[config.mk]
export PLATFORM = sky130hd
export DESIGN_NAME = dlpp_div_cell
export DESIGN_NICKNAME = d
export VERILOG_FILES = /design/src/design/dlpp_pkg.sv /design/src/design/dlpp_div_cell.sv
export SDC_FILE = /design/constraint.sdc
export NUM_CORES = 1
export LEC_CHECK = 0
export BUFFER_PORTS_ARGS = -buffer_cell sky130_fd_sc_hd__clkbuf_2
export CAP_MARGIN = 20
export CORE_MARGIN = 8
export CORE_UTILIZATION = 38
export CTS_BUF_LIST = sky130_fd_sc_hd__clkbuf_8
export DETAILED_ROUTE_END_ITERATION = 7
export PLACE_DENSITY_LB_ADDON = 0.08
export SLEW_MARGIN = 20
export SYNTH_ARGS = -nofsm -noshare
export SYNTH_HDL_FRONTEND = slang
export SYNTH_SLANG_ARGS = --single-unit
[constraint.sdc]
create_clock -name i_clk -period 2.5 [get_ports i_clk]
set_clock_uncertainty 0.1 [all_clocks]
set_input_delay 0.125 -clock i_clk [delete_from_list [all_inputs] [get_ports i_clk]]
set_output_delay 0.125 -clock i_clk [all_outputs]
set_load 0.005 [all_outputs]
[src/design/dlpp_pkg.sv]
// Shared types and defaults for the dual line point push block.
// No dependencies.
package dlpp_pkg;

    localparam int COORD_WIDTH_DEF = 32;
    localparam int FRAC_BITS_DEF   = 16;

    // {axis_is_y, angle_is_steep}
    typedef enum logic [1:0] {
        KIND_X_FLAT  = 2'b00,
        KIND_X_STEEP = 2'b01,
        KIND_Y_FLAT  = 2'b10,
        KIND_Y_STEEP = 2'b11
    } t_kind;

    typedef struct packed {
        logic  valid;
        t_kind kind;
        logic  lam_zero;
        logic  n_zero;
        logic  neg;
        logic  horiz;
    } t_ctrl;

endpackage

[src/design/dlpp_div_cell.sv]
// One restoring-division cell: one quotient bit per word, passes the word on.
// Depends on dlpp_pkg.
module dlpp_div_cell #(
    parameter int FRAC_BITS = dlpp_pkg::FRAC_BITS_DEF,
    parameter int NQ_W      = 49,
    parameter int DATA_W    = 8
) (
    input  logic                  i_clk,
    input  logic                  i_rst_n,
    input  dlpp_pkg::t_ctrl       i_ctrl,
    input  logic [FRAC_BITS:0]    i_lam,
    input  logic [FRAC_BITS:0]    i_rem,
    input  logic [NQ_W-1:0]       i_nq,
    input  logic [DATA_W-1:0]     i_data,
    output dlpp_pkg::t_ctrl       o_ctrl,
    output logic [FRAC_BITS:0]    o_lam,
    output logic [FRAC_BITS:0]    o_rem,
    output logic [NQ_W-1:0]       o_nq,
    output logic [DATA_W-1:0]     o_data
);
    import dlpp_pkg::*;

    logic [FRAC_BITS+1:0] trial;
    logic [FRAC_BITS+1:0] diff;
    logic                 ge;
    logic [FRAC_BITS:0]   n_rem;
    logic [NQ_W-1:0]      n_nq;

    t_ctrl                r_ctrl;
    logic [FRAC_BITS:0]   r_lam;
    logic [FRAC_BITS:0]   r_rem;
    logic [NQ_W-1:0]      r_nq;
    logic [DATA_W-1:0]    r_data;

    always_comb begin
        trial = {i_rem, i_nq[NQ_W-1]};
        diff  = trial - {1'b0, i_lam};
        ge    = (trial >= {1'b0, i_lam});
        n_rem = ge ? diff[FRAC_BITS:0] : trial[FRAC_BITS:0];
        n_nq  = {i_nq[NQ_W-2:0], ge};
    end

    always_ff @(posedge i_clk) begin
        if (!i_rst_n) begin
            r_ctrl <= '0;
        end else begin
            r_ctrl <= i_ctrl;
        end
    end

    always_ff @(posedge i_clk) begin
        r_lam  <= i_lam;
        r_rem  <= n_rem;
        r_nq   <= n_nq;
        r_data <= i_data;
    end

    assign o_ctrl = r_ctrl;
    assign o_lam  = r_lam;
    assign o_rem  = r_rem;
    assign o_nq   = r_nq;
    assign o_data = r_data;

endmodule

# Word-level counts from Yosys, hierarchy flattened
# Index checks and enable logic that the tools add are counted.
# word_totals
word_cells,13
reg_bits,98
inputBits,100
out_inout_bits,98
# classes
addsub,1
n_lt_le_gt_ge,1
n_mux,1
# ops
op,count
>= comparator 18 x 17 -> 1 bit,1
two-way mux 17 bit,1
subtractor 17 bit,1

# Longest topological paths before layout
# depth
depth_word,2
mapped_depth,12
ltp_nobuf,11

# Least setup slack after synthesis
# OpenSTA, ideal clock, no wires.
# synth_timing
kind,input port to flip-flop
from,input port i_nq[48]
to,register r_rem[10] (netlist: o_rem[10])
setup_ns,0.121
required_time_ns,2.279
n_path_buf,1
t_arrival_ns,1.965
path_stages,12
path_slack_ns,0.314
path_cell_list,inv_1 -> ha_1 -> inv_1 -> fa_1 -> a21oi_1 -> or3_4 -> a21oi_4 -> o21bai_4 -> and2_4 -> buf_12 -> inv_12 -> mux2_4
# synth_via
elab_chain_len,2
word_cells_on_any_way,3
classes_between,add/sub: 1; order compare: 1; mux: 1
# synth_rtl
item,line_no,rtl
start: declaration,dlpp_div_cell.sv:13,"input logic [NQ_W-1:0] i_nq,"
>= comparator 18 x 17 -> 1 bit,dlpp_div_cell.sv:38,"ge = (trial >= {1'b0, i_lam});"
net ge,dlpp_div_cell.sv:25,logic ge;
two-way mux 17 bit,dlpp_div_cell.sv:39,n_rem = ge ? diff[FRAC_BITS:0] : trial[FRAC_BITS:0];
net n_rem[10],dlpp_div_cell.sv:26,logic [FRAC_BITS:0] n_rem;
end signal: assignment,dlpp_div_cell.sv:53,r_rem <= n_rem;
end: declaration,dlpp_div_cell.sv:31,logic [FRAC_BITS:0] r_rem;
# The timed path passes the listed nets, and every way through them passes these cells.
# A chain may end at the register's enable or synchronous reset.

# Final worst setup path
# layout_timing
from,input port i_rem[3]
to,register r_rem[9] (netlist: o_rem[9])
# layout_via
elab_chain_len,2
word_cells_on_any_way,3
classes_between,add/sub: 1; order compare: 1; mux: 1
# layout_rtl
item,line_no,rtl
start: declaration,dlpp_div_cell.sv:12,"input logic [FRAC_BITS:0] i_rem,"
>= comparator 18 x 17 -> 1 bit,dlpp_div_cell.sv:38,
net ge,dlpp_div_cell.sv:25,
two-way mux 17 bit,dlpp_div_cell.sv:39,
net n_rem[9],dlpp_div_cell.sv:26,
# The timed path passes the listed nets, and every way through them passes these cells.

==> key figures <==
Global routing
  • Pin count of the biggest net entering global routing: 20
  • Initial antenna violation count: 0
  • Wire length of the first global-routing pass: ~17000 um
  • Grt total ovfl: 0
  • Overall fraction of global-route tracks in use: roughly 18%
  • Via count of the first global-routing pass: about 3.3k

Synth
  • Netlist Area Pre-Place: roughly 0.0032 mm2
  • Fraction of post-synthesis cell area in the top cell type by area: between 60% and 70%
  • Yosys synthesis warning count: 0
  • Synthesized flop and latch total: about 100
  • Primary FF master, synth: sky130_fd_sc_hd__dfxtp_1
  • EDFF count, synth: 0
  • Fraction of registers with async set/reset: 0%
  • Sequential element share of the synthesized area: 61.5%
  • Dominant cells by area after synthesis: sky130_fd_sc_hd__dfxtp_1 62%, sky130_fd_sc_hd__ha_1 6.7%, sky130_fd_sc_hd__mux2_4 4.7%, sky130_fd_sc_hd__inv_1 2.6%, sky130_fd_sc_hd__xnor2_1 2.2%
  • Most instantiated cells after synthesis: 98 x sky130_fd_sc_hd__dfxtp_1, 22 x sky130_fd_sc_hd__inv_1, 17 x sky130_fd_sc_hd__ha_1
  • Most instantiated library cell after synthesis: sky130_fd_sc_hd__dfxtp_1
  • Post-synthesis cell type with the largest combined area: sky130_fd_sc_hd__dfxtp_1
  • Mapped Avg Cell Area: around 12 um2
  • Cell count after synthesis: around 260
  • Distinct cells, synth: 45
  • Mapped Nets: around 380

Drt
  • Antenna Nets Post-Route: 0
  • Vias per cell: 4.45
  • DRT iter0 DRCs: 85
  • TritonRoute pass-1 iters: 4
  • Post-DR wirelength/cell: ~16 um
  • Routed vias: between 3k and 4k
  • DRC violation count after routing: 0
  • Post-detailed-routing wire length: roughly 11000 um

Layout
  • Antenna diode instance count: 0
  • Fraction of layout cells with a size suffix above 1: between 40% and 50%
  • Final Net Count: 688
  • Area growth syn-to-layout: 75.3%
  • Utilization after layout: approximately 70%
  • Post-route cell area: roughly 0.0056 mm2
  • Final Non-Filler Cells: between 600 and 700

Power and ir drop
  • Power Dens Cells: 612 mW/mm2
  • Lkg Pwr: 2.79 nW
  • Largest vdd supply drop: between 0.3 and 0.4 mV
  • Total power of the final layout: ~3.4 mW

Floorplan
  • DIE WIDTH: between 100 and 150 um
  • Core Footprint: 0.00818 mm2
  • Starting density of the core: between 30% and 40%
  • Die Area: roughly 0.012 mm2
  • Die height: ~110 um
  • Number of cell rows: 33
  • Ports placed on the boundary: slightly below 200

Clock tree
  • CTS Buf Count: 9
  • CTS tree: built
  • Number of buffers on the longest clock path: 2
  • Num Clock Sinks: 98
  • CTS root buf: sky130_fd_sc_hd__clkbuf_8
  • Clock input transition at the sequential cells of the worst setup and hold paths: ~0.1 ns
  • H-Tree Level Count: 3

STA
  • Number of max-slew violations in the final report: 0
  • Maximum operating frequency: between 0.4 and 0.5 GHz
  • Worst relative slew slack: about three quarters
  • Final worst hold slack: roughly 0.053 ns
  • PnR worst setup slack: between 0.07 and 0.08 ns
  • Final-report hold violation count: 0
  • Final period utilization: roughly 97%
  • Fin crit period: between 2 and 2.5 ns
  • Setup-failing EPs final: 0
  • Worst Max-Slew Pin Slew: roughly 0.38 ns
  • RSZ-0062 raised after global routing: no
  • Setup Total Neg Slack: 0 ns

Worst setup path
  • Crit Path Class: in2reg
  • CP Capture Type: register
  • Critical Path Source Type: input port
  • Worst path required time: between 2 and 3 ns
  • CP Max Fanout: 10
  • Arrival time reported for the critical path endpoint: between 2 and 3 ns

Placement
  • Placed instance count: 560
  • I/O Buffers: approximately 200
  • Placer's final routability congestion estimate: 0.838
  • Setup WS pre-CTS: 0.130 ns
  • Placed standard-cell area: around 0.0043 mm2
  • Half-perimeter wire length after placement: 7690 um

Flow run
  • Max-capacitance violation count: 0

Status
  • Outcome: finished, final reports clean

Hold path
  • HP Class: in2reg
-- layer usage --
| layer | track usage (%) | vias to the layer above | wire length, um | part of all wire [%] |
|---|---|---|---|---|
| li1 | - | 1511 | - | - |
| met5 | 0 | - | 0 | 0 |
| met1 | 17.9 | 1380 | 4040 | 37 |
| met2 | 35.0 | 126 | 5840 | 53 |
| met3 | 5.99 | 11 | 910 | 8.3 |
| met4 | 6.34 | 0 | 131 | 1.2 |
-- worst max-delay path: stages --
cell and delay [ns]:
sky130_fd_sc_hd__dlygate4sd3_1 0.54, sky130_fd_sc_hd__clkbuf_2 0.12, sky130_fd_sc_hd__ha_1 0.36, sky130_fd_sc_hd__nand2_1 0.12, sky130_fd_sc_hd__or3_4 0.42, sky130_fd_sc_hd__a21oi_4 0.17
sky130_fd_sc_hd__o21bai_4 0.08, sky130_fd_sc_hd__and2_4 0.23, sky130_fd_sc_hd__inv_12 0.11, sky130_fd_sc_hd__mux2_4 0.30
-- where the power goes --
group | leakage (nW) | total [mW] | internal (mW) | switching [mW]
Clock | 0.0979 | 0.983 | 0.391 | 0.592
Combinational | 1.87 | 0.713 | 0.409 | 0.304
Sequential | 0.826 | 1.72 | 1.69 | 0.0352
Total | 2.79 | 3.42 | 2.49 | 0.931
-- cells in the final DEF (no fill, tap or decap), types with 2 or more instances in the layout --
cell type and instances:
sky130_fd_sc_hd__a21boi_0 3, sky130_fd_sc_hd__a21o_1 3, sky130_fd_sc_hd__a21oi_1 11, sky130_fd_sc_hd__a21oi_2 3, sky130_fd_sc_hd__and2_1 10, sky130_fd_sc_hd__buf_4 2, sky130_fd_sc_hd__clkbuf_2 197, sky130_fd_sc_hd__clkbuf_8 9
sky130_fd_sc_hd__dfxtp_1 98, sky130_fd_sc_hd__dlygate4sd3_1 104, sky130_fd_sc_hd__ha_1 14, sky130_fd_sc_hd__ha_4 2, sky130_fd_sc_hd__inv_1 22, sky130_fd_sc_hd__inv_8 3, sky130_fd_sc_hd__mux2_4 10, sky130_fd_sc_hd__nand2_1 9
sky130_fd_sc_hd__nand2b_1 3, sky130_fd_sc_hd__nand3_1 7, sky130_fd_sc_hd__nor2_1 6, sky130_fd_sc_hd__nor3_1 4, sky130_fd_sc_hd__o21a_1 2, sky130_fd_sc_hd__o21ai_0 7, sky130_fd_sc_hd__o21bai_1 2, sky130_fd_sc_hd__o2bb2ai_1 2
sky130_fd_sc_hd__o31ai_2 3, sky130_fd_sc_hd__xnor2_1 8, sky130_fd_sc_hd__xor2_1 3
-- logic make-up (layout without fill, tap and decap cells) --
logic type	Yosys count	in the layout	synth area share, %
flops	98	98	61.5
fa+ha+maj	18	18	7.30
simple gates	48	48	8.32
buf+inv	24	342	3.73
compound gates	47	47	11.1
xor+xnor	11	11	3.02
mux	11	11	5.02
-- timing repair --
action | in CTS | in global routing
endpoints found under the setup margin | 0 | 10
buffers inserted | 0 | 0
endpoints found under the hold margin | 97 | 0
hold buffers | 104 | 0
gates resized for setup | 0 | 9
-- sequential cells by signal (all words and copies together), names as in the netlist --
signal,cells
o_nq,49
o_ctrl,7
o_rem,17
o_lam,17
o_data,8
-- cell type report --
class                   count  area [um2]
clock inverters             7        71.3
well taps                 105         131
fillers                   635        2590
multi-input cells         135        1160
clock buffers               9         124
inverters                  23        98.8
repair buffers            303        2040
flip-flops and latches     98        1960
-- worst paths after layout --
kind                  startpoint       end  slack, ns  cells past startpoint
worst max-delay path    i_rem[3]  o_rem[9]       0.08                     10
worst min-delay path    i_lam[0]  o_rem[0]       0.05                      3
(Power assumes the default switching activity.)
