===== config.mk =====
export PLATFORM = sky130hd
export DESIGN_NAME = dlpp_front
export DESIGN_NICKNAME = d
export VERILOG_FILES = /design/src/design/dlpp_pkg.sv /design/src/design/dlpp_front.sv
export SDC_FILE = /design/constraint.sdc
export NUM_CORES = 2
export LEC_CHECK = 0
export BUFFER_PORTS_ARGS = -buffer_cell sky130_fd_sc_hd__buf_2
export CAP_MARGIN = 20
export CORE_AREA = 2 2 405 306
export DETAILED_ROUTE_END_ITERATION = 16
export DIE_AREA = 0 0 407 308
export PLACE_DENSITY = 0.72
export SYNTH_ARGS = -nofsm -noshare
export SYNTH_HDL_FRONTEND = slang
export SYNTH_SLANG_ARGS = --single-unit

===== constraint.sdc =====
create_clock -name i_clk -period 17.9 [get_ports i_clk]
set_clock_uncertainty 0.1 [all_clocks]
set_input_delay 0.895 -clock i_clk [delete_from_list [all_inputs] [get_ports i_clk]]
set_output_delay 0.895 -clock i_clk [all_outputs]
set_load 0.02 [all_outputs]

===== src/design/dlpp_pkg.sv =====
// Shared types and defaults for the dual line point push block.
// No dependencies.
package dlpp_pkg;

    localparam int COORD_WIDTH_DEF = 32;
    localparam int FRAC_BITS_DEF   = 16;

    // {axis_is_y, angle_is_steep}
    typedef enum logic [1:0] {
        KIND_X_FLAT  = 2'b00,
        KIND_X_STEEP = 2'b01,
        KIND_Y_FLAT  = 2'b10,
        KIND_Y_STEEP = 2'b11
    } t_kind;

    typedef struct packed {
        logic  valid;
        t_kind kind;
        logic  lam_zero;
        logic  n_zero;
        logic  neg;
        logic  horiz;
    } t_ctrl;

endpackage


===== src/design/dlpp_front.sv =====
// Front stages: operand select, lambda products, below test, rounded product.
// Depends on dlpp_pkg.
module dlpp_front #(
    parameter int COORD_WIDTH = dlpp_pkg::COORD_WIDTH_DEF,
    parameter int FRAC_BITS   = dlpp_pkg::FRAC_BITS_DEF
) (
    input  logic                        i_clk,
    input  logic                        i_rst_n,
    input  logic                        i_valid,
    input  logic                        i_axis_is_y,
    input  logic                        i_angle_is_steep,
    input  logic [FRAC_BITS:0]          i_slope_param,
    input  logic [COORD_WIDTH-2:0]      i_offset_param,
    input  logic [COORD_WIDTH-1:0]      i_point_x,
    input  logic [COORD_WIDTH-1:0]      i_point_y,
    output dlpp_pkg::t_ctrl             o_ctrl,
    output logic [FRAC_BITS:0]          o_lam,
    output logic [COORD_WIDTH:0]        o_div_n,
    output logic [COORD_WIDTH-1:0]      o_px,
    output logic [COORD_WIDTH-1:0]      o_py,
    output logic [COORD_WIDTH-2:0]      o_mu,
    output logic [COORD_WIDTH+3:0]      o_mul
);
    import dlpp_pkg::*;

    localparam int EW = COORD_WIDTH + 2;
    localparam int PW = EW + FRAC_BITS + 2;
    localparam int MW = COORD_WIDTH + FRAC_BITS + 2;
    localparam int SW = COORD_WIDTH + 4;

    function automatic logic [COORD_WIDTH:0] mag(input logic signed [EW-1:0] a);
        logic signed [EW-1:0] m;
        m = a[EW-1] ? -a : a;
        return m[COORD_WIDTH:0];
    endfunction

    // operand select
    logic signed [EW-1:0] px_e, py_e, mu_e;
    logic signed [EW-1:0] mul_a, div_a, cmp_a, cmp_d;
    t_kind                kind;

    always_comb begin
        px_e = $signed({{2{i_point_x[COORD_WIDTH-1]}}, i_point_x});
        py_e = $signed({{2{i_point_y[COORD_WIDTH-1]}}, i_point_y});
        mu_e = $signed({3'b000, i_offset_param});
        kind = t_kind'({i_axis_is_y, i_angle_is_steep});
        unique case (kind)
            KIND_X_FLAT: begin
                cmp_a = py_e;         cmp_d = px_e - mu_e;
                mul_a = px_e - mu_e;  div_a = py_e;
            end
            KIND_X_STEEP: begin
                cmp_a = mu_e - px_e;  cmp_d = -py_e;
                mul_a = py_e;         div_a = px_e - mu_e;
            end
            KIND_Y_FLAT: begin
                cmp_a = py_e - mu_e;  cmp_d = px_e;
                mul_a = px_e;         div_a = py_e - mu_e;
            end
            KIND_Y_STEEP: begin
                cmp_a = -px_e;        cmp_d = mu_e - py_e;
                mul_a = py_e - mu_e;  div_a = px_e;
            end
            default: begin
                cmp_a = '0; cmp_d = '0; mul_a = '0; div_a = '0;
            end
        endcase
    end

    // stage 1
    logic                     r_s1_valid;
    t_kind                    r_s1_kind;
    logic [FRAC_BITS:0]       r_s1_lam;
    logic [COORD_WIDTH-2:0]   r_s1_mu;
    logic [COORD_WIDTH-1:0]   r_s1_px, r_s1_py;
    logic signed [EW-1:0]     r_s1_mul_a, r_s1_div_a, r_s1_cmp_a, r_s1_cmp_d;

    // stage 2
    logic                     r_s2_valid;
    t_kind                    r_s2_kind;
    logic [FRAC_BITS:0]       r_s2_lam;
    logic [COORD_WIDTH-2:0]   r_s2_mu;
    logic [COORD_WIDTH-1:0]   r_s2_px, r_s2_py;
    logic signed [EW-1:0]     r_s2_cmp_a;
    logic signed [PW-1:0]     r_s2_cmp_p;
    logic [MW-1:0]            r_s2_mul_p;
    logic                     r_s2_mul_neg;
    logic [COORD_WIDTH:0]     r_s2_div_n;
    logic                     r_s2_div_neg;

    // stage 3
    t_ctrl                    r_s3_ctrl;
    logic [FRAC_BITS:0]       r_s3_lam;
    logic [COORD_WIDTH:0]     r_s3_div_n;
    logic [COORD_WIDTH-1:0]   r_s3_px, r_s3_py;
    logic [COORD_WIDTH-2:0]   r_s3_mu;
    logic [SW-1:0]            r_s3_mul;

    logic signed [PW-1:0]     n_cmp_p;
    logic [MW-1:0]            n_mul_p;
    logic signed [PW-1:0]     lhs;
    logic [MW-1:0]            rounded;
    logic [COORD_WIDTH+1:0]   mul_r;
    logic [SW-1:0]            n_mul;
    t_ctrl                    n_ctrl;

    always_comb begin
        n_cmp_p = $signed({1'b0, r_s1_lam}) * r_s1_cmp_d;
        n_mul_p = MW'(mag(r_s1_mul_a)) * MW'(r_s1_lam);
    end

    always_comb begin
        lhs     = $signed({{2{r_s2_cmp_a[EW-1]}}, r_s2_cmp_a, {FRAC_BITS{1'b0}}});
        rounded = r_s2_mul_p + (MW'(1) << (FRAC_BITS - 1));
        mul_r   = rounded[MW-1:FRAC_BITS];
        n_mul   = r_s2_mul_neg ? (SW'(0) - {2'b00, mul_r}) : {2'b00, mul_r};
        n_ctrl.valid    = r_s2_valid;
        n_ctrl.kind     = r_s2_kind;
        n_ctrl.lam_zero = (r_s2_lam == '0);
        n_ctrl.n_zero   = (r_s2_div_n == '0);
        n_ctrl.neg      = r_s2_div_neg;
        n_ctrl.horiz    = (lhs >= r_s2_cmp_p);
    end

    always_ff @(posedge i_clk) begin
        if (!i_rst_n) begin
            r_s1_valid <= 1'b0;
            r_s2_valid <= 1'b0;
            r_s3_ctrl  <= '0;
        end else begin
            r_s1_valid <= i_valid;
            r_s2_valid <= r_s1_valid;
            r_s3_ctrl  <= n_ctrl;
        end
    end

    always_ff @(posedge i_clk) begin
        r_s1_kind    <= kind;
        r_s1_lam     <= i_slope_param;
        r_s1_mu      <= i_offset_param;
        r_s1_px      <= i_point_x;
        r_s1_py      <= i_point_y;
        r_s1_mul_a   <= mul_a;
        r_s1_div_a   <= div_a;
        r_s1_cmp_a   <= cmp_a;
        r_s1_cmp_d   <= cmp_d;

        r_s2_kind    <= r_s1_kind;
        r_s2_lam     <= r_s1_lam;
        r_s2_mu      <= r_s1_mu;
        r_s2_px      <= r_s1_px;
        r_s2_py      <= r_s1_py;
        r_s2_cmp_a   <= r_s1_cmp_a;
        r_s2_cmp_p   <= n_cmp_p;
        r_s2_mul_p   <= n_mul_p;
        r_s2_mul_neg <= r_s1_mul_a[EW-1];
        r_s2_div_n   <= mag(r_s1_div_a);
        r_s2_div_neg <= r_s1_div_a[EW-1];

        r_s3_lam     <= r_s2_lam;
        r_s3_div_n   <= r_s2_div_n;
        r_s3_px      <= r_s2_px;
        r_s3_py      <= r_s2_py;
        r_s3_mu      <= r_s2_mu;
        r_s3_mul     <= n_mul;
    end

    assign o_ctrl  = r_s3_ctrl;
    assign o_lam   = r_s3_lam;
    assign o_div_n = r_s3_div_n;
    assign o_px    = r_s3_px;
    assign o_py    = r_s3_py;
    assign o_mu    = r_s3_mu;
    assign o_mul   = r_s3_mul;

endmodule


[After elaboration in Yosys (flattened, before gate mapping)]
Index checks and enable logic that the tools add are counted.
Storage, ports and cells
  output and inout bits: 188
  word-level logic and storage cells: 61
  input bits: 117
  bits in registers: 724
Cells by class
  muxes and demuxes: 7
  reductions and logical operators: 3
  $mul: 2
  add/sub/neg operators: 10
  eq/ne operators: 3
  order comparisons: 1
Operator list (number)
  case mux 34 bit (4 select lines): 4
  subtractor 32 x 32 -> 33 bit: 4
  negator 32 -> 34 bit: 2
  2-to-1 mux 33 bit: 2
  negator 33 bit: 2
  greater-or-equal comparator 50 x 52 -> 1 bit: 1
  multiplier 18 x 34 -> 52 bit: 1
  adder 50 x 16 -> 50 bit, second input constant: 1
  multiplier 33 x 17 -> 50 bit: 1
  subtractor 1 x 34 -> 35 bit, first input constant: 1
  2-to-1 mux 34 bit: 1
  logical NOT 33 bit: 1
  logical NOT 17 bit: 1
  == test 2 bit, second input constant: 2
  == test 2 x 1 -> 1 bit, second input constant: 1
  logical NOT 2 bit: 1

[Depth between registers and ports, before layout]
  depth in word-level cells: 3
  depth in mapped cells: 34
  depth with buffers taken out: 30

[Least setup slack after synthesis]
Ideal clock, no wire load.
  path type: register to register
  from: register r_s1_mul_a[13]
  to: register r_s2_mul_p[48]
  required time: 17676 ps
  arrival: 7601 ps
  stages on the path, launching flop included: 29
  path slack: 10075 ps
  buffers on the path: 1
  period minus slack after synthesis: 7825 ps
  setup time: 124 ps
  cells stage by stage: dfxtp_1 or4_1 nor4_2 nand2b_1 or3b_1 nand2b_4 o21ai_0 xnor2_1 clkbuf_1 nand2_1 fa_1 fa_1 fa_1 inv_1 fa_1 fa_1 inv_1 fa_1 inv_1 ha_1 and3_1 a31oi_1 o21ai_0 a41o_1 o21ai_0 a31oi_1 o41ai_2 mux2i_1 nand3_1
On the way
  word-level cells in the longest chain between the ends: 3
RTL lines
  from (decl): line dlpp_front.sv:76  | logic signed [EW-1:0] r_s1_mul_a, r_s1_div_a, r_s1_cmp_a, r_s1_cmp_d;
  from (signal assigned): line dlpp_front.sv:143  | r_s1_mul_a <= mul_a;
  negator 33 bit: line dlpp_front.sv:33  | m = a[EW-1] ? -a : a;
  2-to-1 mux 33 bit *: line dlpp_front.sv:33
  multiplier 33 x 17 -> 50 bit *: line dlpp_front.sv:109  | n_mul_p = MW'(mag(r_s1_mul_a)) * MW'(r_s1_lam);
  named net n_mul_p[48]: line dlpp_front.sv:100  | logic [MW-1:0] n_mul_p;
  to (signal assigned): line dlpp_front.sv:155  | r_s2_mul_p <= n_mul_p;
  to (decl): line dlpp_front.sv:86  | logic [MW-1:0] r_s2_mul_p;
The timed path passes the listed nets; every way through them passes the cells marked *.
A chain may end at the register's enable or synchronous reset.

==> impl_metrics.ini <==
[placed_design]
port_buffers = 304
dpl.cell_count = 8914
gp_congestion = 0.948
place_ws_ns = 8.97
dp_hpwl_mm = 146
placed_area_sq_um = 69400

[timing]
layout_setup_ws_ns = 8.66
fin_crit_sh = 0.516
rsz0062_at_grt = no
finalHoldViolCount = 0
fmax_ghz = 0.108
period_minus_slack_ns = 9.24
maxSlewHeadroom = 0.172
slew_viol_final = 0
setup_viol = 0
fin_setup_tns_ns = 0
worstMarginPinSlew_ns = 1.23

[grt]
grt_usage = 0.304
grt_pass1_vias = 52100
grt_antenna_before_repair = 4
grt_max_degree = 69
grt-ovfl-total = 0
grt_pass1_wl_mm = 294

[critical_path]
cp.arrival_ns = 9.70
crit_buf_inv = 5
r2r_slack_ns = 8.66
cp-end-kind = flip-flop
crit_slowest_cell = nor3b_2
cpPeakStageDelay_ns = 0.73
cpMostUsedCell = fa_1
critPathMaxFanout = 21
cp.required_ns = 18.36
r2r_cells = 27
reg2reg_from = r_s1_cmp_d[0]
crit_family = adder cells
r2r-end = r_s2_mul_p[48]
worst_setup_path_start_kind = flip-flop
crit_type = reg -> reg

[finish]
nets = 8892
area_growth_syn_to_layout_pct = 7.99
drive_gt1_frac = 0.0838
final_cells = 9042
design_area_sq_um = 71700

[drt]
drcViolationCount = 0
viasPerCell = 5.59
drtIter0Drc = 4535
drt-total-wl_mm = 186
dr_total_vias = 50600
antenna_left = 0
wl_per_cell_um = 20.6
dr.pass1.iters = 10

[yosys]
synth-edff-count = 0
yosysMostFrequentCell = inv_1
yosysWarningCount = 0
yosys.area.top_type = fa_1
synth_top_family_by_area = adder cells
ys_types = 97
synthAdderAreaFrac = 0.384
synth_xor_area_frac = 0.0478
syn_area_per_cell_sq_um = 9.19
synth_area_leaders = fa_1 (31%), dfxtp_1 (21%), ha_1 (7.7%), inv_1 (7.5%), nand2_1 (5.1%)
ys_async_sr_fraction = 0
synth_common_cells = inv_1 (1318), fa_1 (1017), nand2_1 (902)
synthesis.nets = 8761
synth_top_area_frac = 0.307
yosys.area_share.simple = 0.151
muxShareOfSynthArea = 0.0153
ys_seq_area_frac = 0.212
syn_inst = 7217
synth_ff_type = dfxtp_1
synth-compound-area-share = 0.0959
netlist_area_sq_um = 66400
synth-seq-cells = 704

[clock_network]
clockBufferDepth = 3
cts_tree = yes
cts_resized = 0
cts.sinks = 704
path_clk_slew_ns = 0.06
cts_hold_buf = 0
worstSkewPairLatency_ns = 0.68
cts_max_level = 3
post_cts_buffers = 0
clockRootBuffer = clkbuf_16
cts_buffers = 69

[floorplanning]
die_h_um = 308
core_area_sq_um = 122000
placementRows = 111
io_pins = 305
chipWidth_um = 407
initial_core_util = 0.546
die_area_sq_um = 125000

[hold_path]
hold_class = in -> reg
holdPathStages = 1
hold_end = r_s1_lam[6]
hold_start = i_slope_param[6]

[outcome]
status = finished, final reports clean

[run]
max_cap_violations = 0
## worst max path at each step
stage | start | to | slack (ns) | depth (start not counted)
floorplan | r_s1_mul_a[13] | r_s2_mul_p[48] | 10.08 | 28
global placement | r_s1_cmp_d[0] | r_s2_mul_p[48] | 9.20 | 26
detailed placement | r_s1_cmp_d[0] | r_s2_mul_p[48] | 8.97 | 28
CTS | r_s1_cmp_d[0] | r_s2_mul_p[48] | 8.94 | 28
global route | r_s1_cmp_d[0] | r_s2_mul_p[48] | 8.32 | 26
finish | r_s1_cmp_d[0] | r_s2_mul_p[48] | 8.66 | 27
## cell families after synthesis
group	after synthesis
DFF	704
AOI/OAI and AO/OA	976
muxes	81
buffers and inverters	1640
adders and majority gates	1427
xor gates and xnor gates	362
and+or+nand+nor	2027
## registers in the layout, indices dropped and copies added (netlist names), 31 cells and up
signal      count
o_mul          35
r_s2_cmp_a     33
r_s2_cmp_p     52
r_s1_mul_a     32
r_s1_cmp_d     34
o_mu           31
r_s2_mu        31
r_s2_mul_p     35
r_s2_px        32
r_s2_div_n     33
r_s2_py        32
r_s1_py        32
r_s1_mu        31
o_div_n        33
o_px           32
o_py           32
r_s1_cmp_a     34
r_s1_px        32
r_s1_div_a     32
## cell usage in the layout (no fill, tap or decap), drive strengths merged, types with 11 or more instances in the layout
cell | synthesis | layout
mux4 | 15 | 15
mux2i | 55 | 55
a31oi | 27 | 27
or4 | 16 | 16
o21ai | 178 | 178
xnor2 | 288 | 288
o21a | 30 | 30
mux2 | 11 | 11
clkbuf | 288 | 89
nor2 | 201 | 201
and4 | 11 | 11
a21boi | 13 | 13
nand4 | 63 | 63
nor2b | 27 | 27
nor3 | 76 | 76
dfxtp | 704 | 704
inv | 1319 | 1330
and3 | 44 | 44
a31o | 12 | 12
or2 | 15 | 15
xor2 | 74 | 74
o211ai | 21 | 21
fa | 1017 | 1017
nor4 | 45 | 45
and2 | 465 | 465
o31ai | 39 | 39
a211oi | 44 | 44
or3 | 33 | 33
nand2 | 904 | 904
ha | 410 | 410
a21oi | 298 | 298
a21o | 131 | 131
buf | 33 | 381
o21bai | 53 | 53
clkinv | 0 | 14
nand3 | 67 | 67
nand2b | 33 | 33
## layer usage
layer  track usage  wire (um)
met1         0.435      81500
met4         0.100       6340
met2         0.461      81300
met5             0         12
met3        0.0611      17000
## stage by stage
stage	utilization	hold WS, ns
CTS	0.589	0.172
finish	0.590	0.208
detailed placement	0.571	0.212
global route	0.590	0.187
global placement	0.571	0.210
floorplan	-	0.210
## area by class of cell
class | instances | area, sq um
Fill cell | 10500 | 49900
Multi-Input combinational cell | 4873 | 46100
Sequential cell | 704 | 14100
Inverter | 1319 | 4950
Timing Repair Buffer | 381 | 2110
Tap cell | 1638 | 2050
Clock buffer | 89 | 1860
Clock inverter | 33 | 407
Antenna cell | 5 | 12.5
Power is left out: the tool's default activity adds up to more than one toggle a clock period on the data nets, which glitch-free logic cannot reach.
